===== src/hw/rtl/lsgf_pkg.sv =====
// Shared types, constants and pixel arithmetic for the LCD smoothing and ghosting filter.
package lsgf_pkg;

  localparam int unsigned FRAME_WIDTH  = 160;
  localparam int unsigned FRAME_HEIGHT = 144;
  localparam int unsigned FRAME_SIZE   = FRAME_WIDTH * FRAME_HEIGHT;

  localparam int unsigned COL_W = $clog2(FRAME_WIDTH);
  localparam int unsigned ROW_W = $clog2(FRAME_HEIGHT + 1);
  localparam int unsigned IDX_W = $clog2(FRAME_SIZE);

  localparam int unsigned PIX_W = 24;

  // Queue between front and back.
  localparam int unsigned QDEPTH = 4;
  localparam int unsigned QAW    = $clog2(QDEPTH);
  localparam int unsigned QCW    = $clog2(QDEPTH + 1);

  // Filter weights: smooth (28*c + r + d)/32, blend (7*cur + prev)/8.
  localparam logic [12:0] SMOOTH_CENTER_W = 13'd28;
  localparam logic [10:0] BLEND_CUR_W     = 11'd7;

  typedef enum logic {
    MODE_PIXEL = 1'b0,
    MODE_FLUSH = 1'b1
  } lsgf_mode_e;

  // One word of work handed from front to back.
  typedef struct packed {
    logic [PIX_W-1:0] color;
    logic [IDX_W-1:0] idx;
    logic             done;
  } lsgf_job_t;

  function automatic logic [PIX_W-1:0] smooth_px(input logic [PIX_W-1:0] c,
                                                 input logic [PIX_W-1:0] r,
                                                 input logic [PIX_W-1:0] d);
    logic [PIX_W-1:0] res;
    logic [12:0]      sum;
    res = '0;
    for (int k = 0; k < 3; k++) begin
      sum = 13'(c[8*k+:8]) * SMOOTH_CENTER_W + 13'(r[8*k+:8]) + 13'(d[8*k+:8]);
      res[8*k+:8] = sum[12:5];
    end
    return res;
  endfunction

  function automatic logic [PIX_W-1:0] blend_px(input logic [PIX_W-1:0] cur,
                                                input logic [PIX_W-1:0] prev);
    logic [PIX_W-1:0] res;
    logic [10:0]      sum;
    res = '0;
    for (int k = 0; k < 3; k++) begin
      sum = 11'(cur[8*k+:8]) * BLEND_CUR_W + 11'(prev[8*k+:8]);
      res[8*k+:8] = sum[10:3];
    end
    return res;
  endfunction

endpackage


===== src/hw/rtl/lsgf_fifo.sv =====
// Short work queue between front end and back end.
module lsgf_fifo import lsgf_pkg::*; (
  input  logic           clk_i,
  input  logic           rst_ni,
  input  logic           push_i,
  input  lsgf_job_t      job_i,
  input  logic           pop_i,
  output lsgf_job_t      head_o,
  output logic [QCW-1:0] count_o
);

  lsgf_job_t      mem_q [QDEPTH];
  logic [QAW-1:0] wr_ptr_q, rd_ptr_q;
  logic [QCW-1:0] count_q, count_d;

  always_comb begin
    count_d = count_q;
    if (push_i && !pop_i) begin
      count_d = count_q + QCW'(1);
    end else if (pop_i && !push_i) begin
      count_d = count_q - QCW'(1);
    end
  end

  always_ff @(posedge clk_i or negedge rst_ni) begin
    if (!rst_ni) begin
      wr_ptr_q <= '0;
      rd_ptr_q <= '0;
      count_q  <= '0;
    end else begin
      count_q <= count_d;
      if (push_i) begin
        wr_ptr_q <= (wr_ptr_q == QAW'(QDEPTH - 1)) ? '0 : wr_ptr_q + QAW'(1);
      end
      if (pop_i) begin
        rd_ptr_q <= (rd_ptr_q == QAW'(QDEPTH - 1)) ? '0 : rd_ptr_q + QAW'(1);
      end
    end
  end

  always_ff @(posedge clk_i) begin
    if (push_i) begin
      mem_q[wr_ptr_q] <= job_i;
    end
  end

  assign head_o  = mem_q[rd_ptr_q];
  assign count_o = count_q;

endmodule


===== config.mk =====
export PLATFORM = sky130hd
export DESIGN_NAME = lsgf_fifo
export DESIGN_NICKNAME = d
export VERILOG_FILES = /design/src/hw/rtl/lsgf_pkg.sv /design/src/hw/rtl/lsgf_fifo.sv
export SDC_FILE = /design/constraint.sdc
export NUM_CORES = 1
export LEC_CHECK = 0
export BUFFER_PORTS_ARGS = -buffer_cell sky130_fd_sc_hd__buf_4
export CORE_MARGIN = 2
export CORE_UTILIZATION = 47
export DETAILED_ROUTE_END_ITERATION = 12
export GPL_TIMING_DRIVEN = 0
export PLACE_DENSITY = 0.7
export SYNTH_ARGS = -nofsm -noshare
export SYNTH_HDL_FRONTEND = slang
export SYNTH_SLANG_ARGS = --single-unit
export TNS_END_PERCENT = 10

===== constraint.sdc =====
create_clock -name clk_i -period 1.9 [get_ports clk_i]
set_input_delay 0.19 -clock clk_i [delete_from_list [all_inputs] [get_ports clk_i]]
set_output_delay 0.19 -clock clk_i [all_outputs]
set_load 0.03 [all_outputs]

==> reports/metrics.csv, run 1 <==
metric,value,unit
grt_antenna_before_repair,0,
endpoint_kind,output port,
grt_remaining_overflow,0,
clkSlewWorstSetupHoldPaths,0.06,ns
worstSetupStartpointType,flip-flop,
synth_enable_flop_cells,160,
route.vias.total,2958,
rsz0062_at_grt,true,
synthesis.instances,245,
synth-seq-cells,167,
initial_utilization,47.6,%
grt_start_max_net_pins,41,
number_of_core_rows,42,
final_layout_size_suffix_gt1_share,43.0,%
vdd.ir_drop.worst,0.979,mV
vias_in_the_first_global_route,3205,
synth_most_common_cell,edfxtp_1,
drv_cap,0,
clk_latency,0.42,ns
fin_tns_setup,-3.71,ns
numPortBuffers,86,
dr.pass1.iters,4,
core,0.0131,mm²
die_width,119,µm
post_synth_most_frequent_cells,"160 x edfxtp_1, 38 x mux4_2, 7 x dfrtp_1, 6 x ha_1",
postSynth.asyncResetShare,4.19,%
timing.fmax,0.496,GHz
die_area,0.0142,mm²
leakage,2.97,nW
gp_congestion,0.696,
cts-buffers-inserted,17,
synth_area_leaders,"edfxtp_1 77%, mux4_2 14%, dfrtp_1 2.8%, buf_12 1.3%, ha_1 1.2%",
detail_route.drc_violations,0,
post_synth_num_cell_types,18,
clk_root_buffer_cell,clkbuf_16,
final-hold-violation-count,0,
initial_drc_count,177,
timing.final.max_slew_violations,0,
fillerInstances,890,
power.total,0.0134,W
r2r_slack,0.16,ns
finalNetCount,452,
status,"finished, violations left",
synth_area_leader_cell,edfxtp_1,
final_setup_viols,40,
clock_skew,0.00681,ns
synthDominantCellAreaShare,77.2,%
mappedNetlistNets,296,
slew_at_the_pin_closest_to_its_max_slew_limit,0.661,ns
drt-wirelength-per-cell,18.6,µm
ant_nets,0,
critical_path_required,1.71,ns
groute.usage.overall,16.5,%
antenna_cells,0,
number_of_warning_messages_in_the_yosys_log,0,
top_level_ports,87,
cts-htree-levels,4,
criticalPathCategory,reg -> out,
detailed_place_hpwl,6.19,mm
max-clock-path-buffers,2,
tritoncts,yes,
syn_area,0.00623,mm²
place_worst_setup_slack,-0.116,ns
dominantRegCellSynth,edfxtp_1,
cp.arrival,1.83,ns
pwr_density_cell,1600,mW/mm²
maxSlewHeadroom,55.9,%
post_drt_via_cell_ratio,5.01,
die_h,119,µm
cts_num_sinks,167,
fin_crit_sh,106,%
post-route-worst-setup-slack,-0.116,ns
syn-mean-instance-area,25.4,µm²
detail_route.wirelength,10.9,mm
synth_seq_area_share,80.0,%
failed_checks,setup timing,
area_growth_syn_to_layout,34.9,%
min_period,2.02,ns
hold_path.class,in -> reg,
crit_path_max_fanout,6,
grt_first_pass_wirelength,17.4,mm
[power by group]
part	internal (W)	total, W	switching (W)
logic	0.00269	0.00544	0.00275
registers	0.00474	0.00493	0.000191
clock network	0.00178	0.00308	0.00130
[cells in the final DEF, fill, tap and decap left out]
master         instances
and2_2                 3
and2_4                 1
buf_12                 8
buf_4                 53
buf_6                 40
bufinv_16              1
clkbuf_1               5
clkbuf_16             22
clkinv_1               3
clkinv_2               2
clkinvlp_4             4
dfrtp_1                6
dfrtp_2                1
dlygate4sd3_1         41
edfxtp_1             160
fa_1                   1
ha_1                   6
inv_1                  4
mux2_2                 3
mux4_2                40
nand2_1                2
nor2_1                 3
o21ai_0                2
xnor2_1                1
xor2_1                 2
[per-stage QoR]
stage	cells	hold WS [ns]	util (%)	area [µm²]
finish	590	0.0194	64.2	8400
global route	590	0.0447	64.2	8400
CTS	585	0.00322	63.2	8270
detailed placement	510	0.0109	54.7	7160
global placement	507	0.00622	54.2	7090
floorplan	245	-0.106	-	6230
[layer usage]
layer / track usage (%) / up-vias / routed length (µm) / share of wire, %
met5: 0 / - / 0 / 0
met1: 23.5 / 1536 / 5050 / 46
li1: - / 1349 / - / -
met2: 25.0 / 62 / 5360 / 49
met4: 6.25 / 0 / 150 / 1.4
met3: 4.21 / 11 / 386 / 3.5
[state kept, by name, indices dropped and copies added (netlist names)]
name      cells
mem_q       160
count_o       3
wr_ptr_q      2
rd_ptr_q      2
[critical path, stage by stage (launching register included)]
cell and delay [ns]:
dfrtp_2 0.42, buf_12 0.16, clkbuf_16 0.15, mux4_2 0.51
buf_6 0.16
[cells by family (layout without fill, tap and decap cells)]
group / count (synthesis) / after routing / synth area share, %
compound gates: 2 / 2 / 0.161
xor+xnor: 3 / 3 / 0.422
fa+ha+maj: 7 / 7 / 1.53
buf+inv: 14 / 183 / 2.09
flops: 167 / 167 / 80.0
mux: 43 / 43 / 15.1
simple gates: 9 / 9 / 0.703
[repair_timing]
| item | CTS | global route |
|---|---|---|
| buffers inserted | 3 | 0 |
| gates resized for setup | 47 | 3 |
| endpoints found under the setup margin | 80 | 40 |
| hold endpoints to repair | 167 | 0 |
| hold buffers | 41 | 0 |
| gates cloned | 0 | 5 |
[final cells by class]
cell class / count / area, µm² / area share [%]
inverters: 4 / 15.0 / 0.179
multi-input cells: 64 / 1120 / 13.3
clock inverters: 10 / 81.3 / 0.968
flip-flops and latches: 167 / 4980 / 59.3
repair buffers: 138 / 1410 / 16.8
plain buffers: 9 / 130 / 1.55
well taps: 176 / 220 / 2.62
clock buffers: 22 / 444 / 5.29
[worst paths after layout]
check,from,end,cells past startpoint
hold reg to reg,count_o[2],count_o[2],1
hold / removal,push_i,wr_ptr_q[1],2
setup / recovery,rd_ptr_q[0],head_o[7],4
min in group asynchronous,rst_ni,count_o[2],2
max in group asynchronous,rst_ni,rd_ptr_q[0],2
setup reg to reg,wr_ptr_q[1],mem_q[1][7],4
Note: power is estimated with default switching activity, not from simulation.
==> inputs of run 2 (changes only) <==
PLACE_DENSITY = 0.67   (was 0.7)
clock period = 2.4 ns   (was 1.9 ns; I/O delays follow)
==> reports/metrics.csv, run 2 (synthesis results as in run 1) <==
metric,value,unit
slew_at_the_pin_closest_to_its_max_slew_limit,0.598,ns
cts-buffers-inserted,17,
initial_utilization,47.6,%
initial_drc_count,163,
clock_skew,0.00701,ns
status,completed,
timing.fmax,0.482,GHz
fin_crit_sh,86.4,%
seq_power_share,38.5,%
maxSlewHeadroom,60.2,%
hold_path.class,in -> reg,
cpPeakStageDelay,0.53,ns
timing.critical_path.slowest_stage_cell,mux4_2,
net_switching_power_of_the_design,0.00315,W
die_h,119,µm
endpoint_kind,output port,
crit_path_max_fanout,10,
worstPathBufferInverterCount,3,
p_comb_share,36.1,%
number_of_core_rows,42,
final_layout_size_suffix_gt1_share,45.9,%
core,0.0131,mm²
grt_antenna_before_repair,0,
largest-register,mem_q,
ant_nets,0,
cts.repair_timing.setup_buffer_count,0,
cp.arrival,1.83,ns
numPortBuffers,86,
drv_cap,0,
drt-wirelength-per-cell,19.0,µm
leakage,2.72,nW
worstSetupStartpointType,flip-flop,
die_width,119,µm
gp_congestion,0.657,
critical_path_required,2.16,ns
final_cell_mix,"160 x edfxtp_1, 86 x buf_4, 38 x mux4_2",
antenna_cells,0,
crit_family,multiplexers,
cts_num_sinks,167,
post_cts_resize_count,0,
detail_route.drc_violations,0,
pwr_density_cell,1300,mW/mm²
layout_commonest_cell,edfxtp_1,
timing.final.max_slew_violations,0,
dr.pass1.iters,4,
largest_register_ffs,160,
min_period,2.07,ns
crit_chain,buf_6 -> buf_12 -> mux4_2 -> buf_4,
route.vias.total,2791,
criticalPathCategory,reg -> out,
clk_latency,0.42,ns
die_area,0.0142,mm²
max-clock-path-buffers,2,
groute.usage.overall,16.0,%
utilization,59.2,%
grt_start_max_net_pins,30,
power.share.clock,25.5,%
grt_first_pass_wirelength,16.1,mm
vias_in_the_first_global_route,2988,
detailed_place_hpwl,6.41,mm
vdd.ir_drop.worst,0.681,mV
final_setup_viols,0,
area_growth_syn_to_layout,24.4,%
cts-htree-levels,4,
grt_remaining_overflow,0,
tritoncts,yes,
clkSlewWorstSetupHoldPaths,0.06,ns
power.total,0.0101,W
rsz0062_at_grt,false,
internal_power,0.00692,W
fraction_of_power_spent_switching_nets,31.3,%
post_drt_via_cell_ratio,5.13,
detail_route.wirelength,10.3,mm
top_level_ports,87,
final-hold-violation-count,0,
clk_root_buffer_cell,clkbuf_16,
finalNetCount,406,
## run 2: changes by cell type in the layout (fill, tap and decap cells not counted), sizes merged
cell / before / now
dlygate4sd3: 41 / 1
clkinvlp: 4 / 0
buf: 101 / 99
bufinv: 1 / 2
clkinv: 5 / 4
## run 2: path summary, 6_finish.rpt
check	cells after the start	start	slack [ns]	endpoint
min in group asynchronous	2	rst_ni	0.17	wr_ptr_q[1]
max in group asynchronous	2	rst_ni	2.10	rd_ptr_q[0]
worst min register to register	1	count_o[2]	0.48	count_o[2]
worst min-delay path	1	job_i[39]	0.02	mem_q[2][39]
worst max register to register	4	wr_ptr_q[0]	0.69	mem_q[2][2]
worst max-delay path	4	rd_ptr_q[0]	0.33	head_o[7]
## run 2: power by group through the flow
stage	Sequential (W)	Clock (W)	Combinational, W
6_report	0.00387	0.00256	0.00363
5_1_grt	0.00391	0.00275	0.00386
4_1_cts	0.00388	0.00262	0.00372
3_5_place_dp	0.00394	0	0.00371
3_3_place_gp	0.00394	0	0.00361
2_1_floorplan	0.00396	0	0.00245
## run 2: worst reg2reg max path, delay by kind of cell (launching register included)
family                   cells  cell delay [ns]
buffers and inverters        2             0.38
adder cells (fa/ha/maj)      1             0.14
flip-flops                   1             0.41
AND/OR/NAND/NOR              1             0.47
## run 2: final cells by class
cell class	instances	area (µm²)
Fill cell	950	5340
Buffer	10	115
Inverter	4	15.0
Clock inverter	6	80.1
Multi-Input combinational cell	64	1120
Tap cell	176	220
Clock buffer	26	479
Timing Repair Buffer	91	736
Sequential cell	167	4980
## run 2: through the flow
stage / instance area [µm²] / cells / setup TNS [ns] / setup WS [ns] / hold WS, ns
2_1_floorplan: 6230 / 245 / 0 / 0.407 / -0.0556
3_3_place_gp: 7090 / 507 / -58.76 / -0.401 / 0.0608
3_5_place_dp: 7180 / 511 / 0 / 0.660 / 0.0652
4_1_cts: 7750 / 544 / 0 / 0.265 / 0.00527
5_1_grt: 7750 / 544 / 0 / 0.214 / 0.00277
6_report: 7750 / 544 / 0 / 0.326 / 0.0191
## run 2: metal layers
layer,vias to the layer above,routed length (µm),GRT usage [%]
li1,1255,-,-
met1,1447,4310,19.4
met2,74,5340,26.7
met3,15,485,4.55
met4,0,201,7.14
met5,-,0,0
## run 2: repair_timing
action | 4_1_cts | 5_1_grt
endpoints found under the setup margin | 0 | 0
endpoints found under the hold margin | 7 | 0
hold buffers | 1 | 0
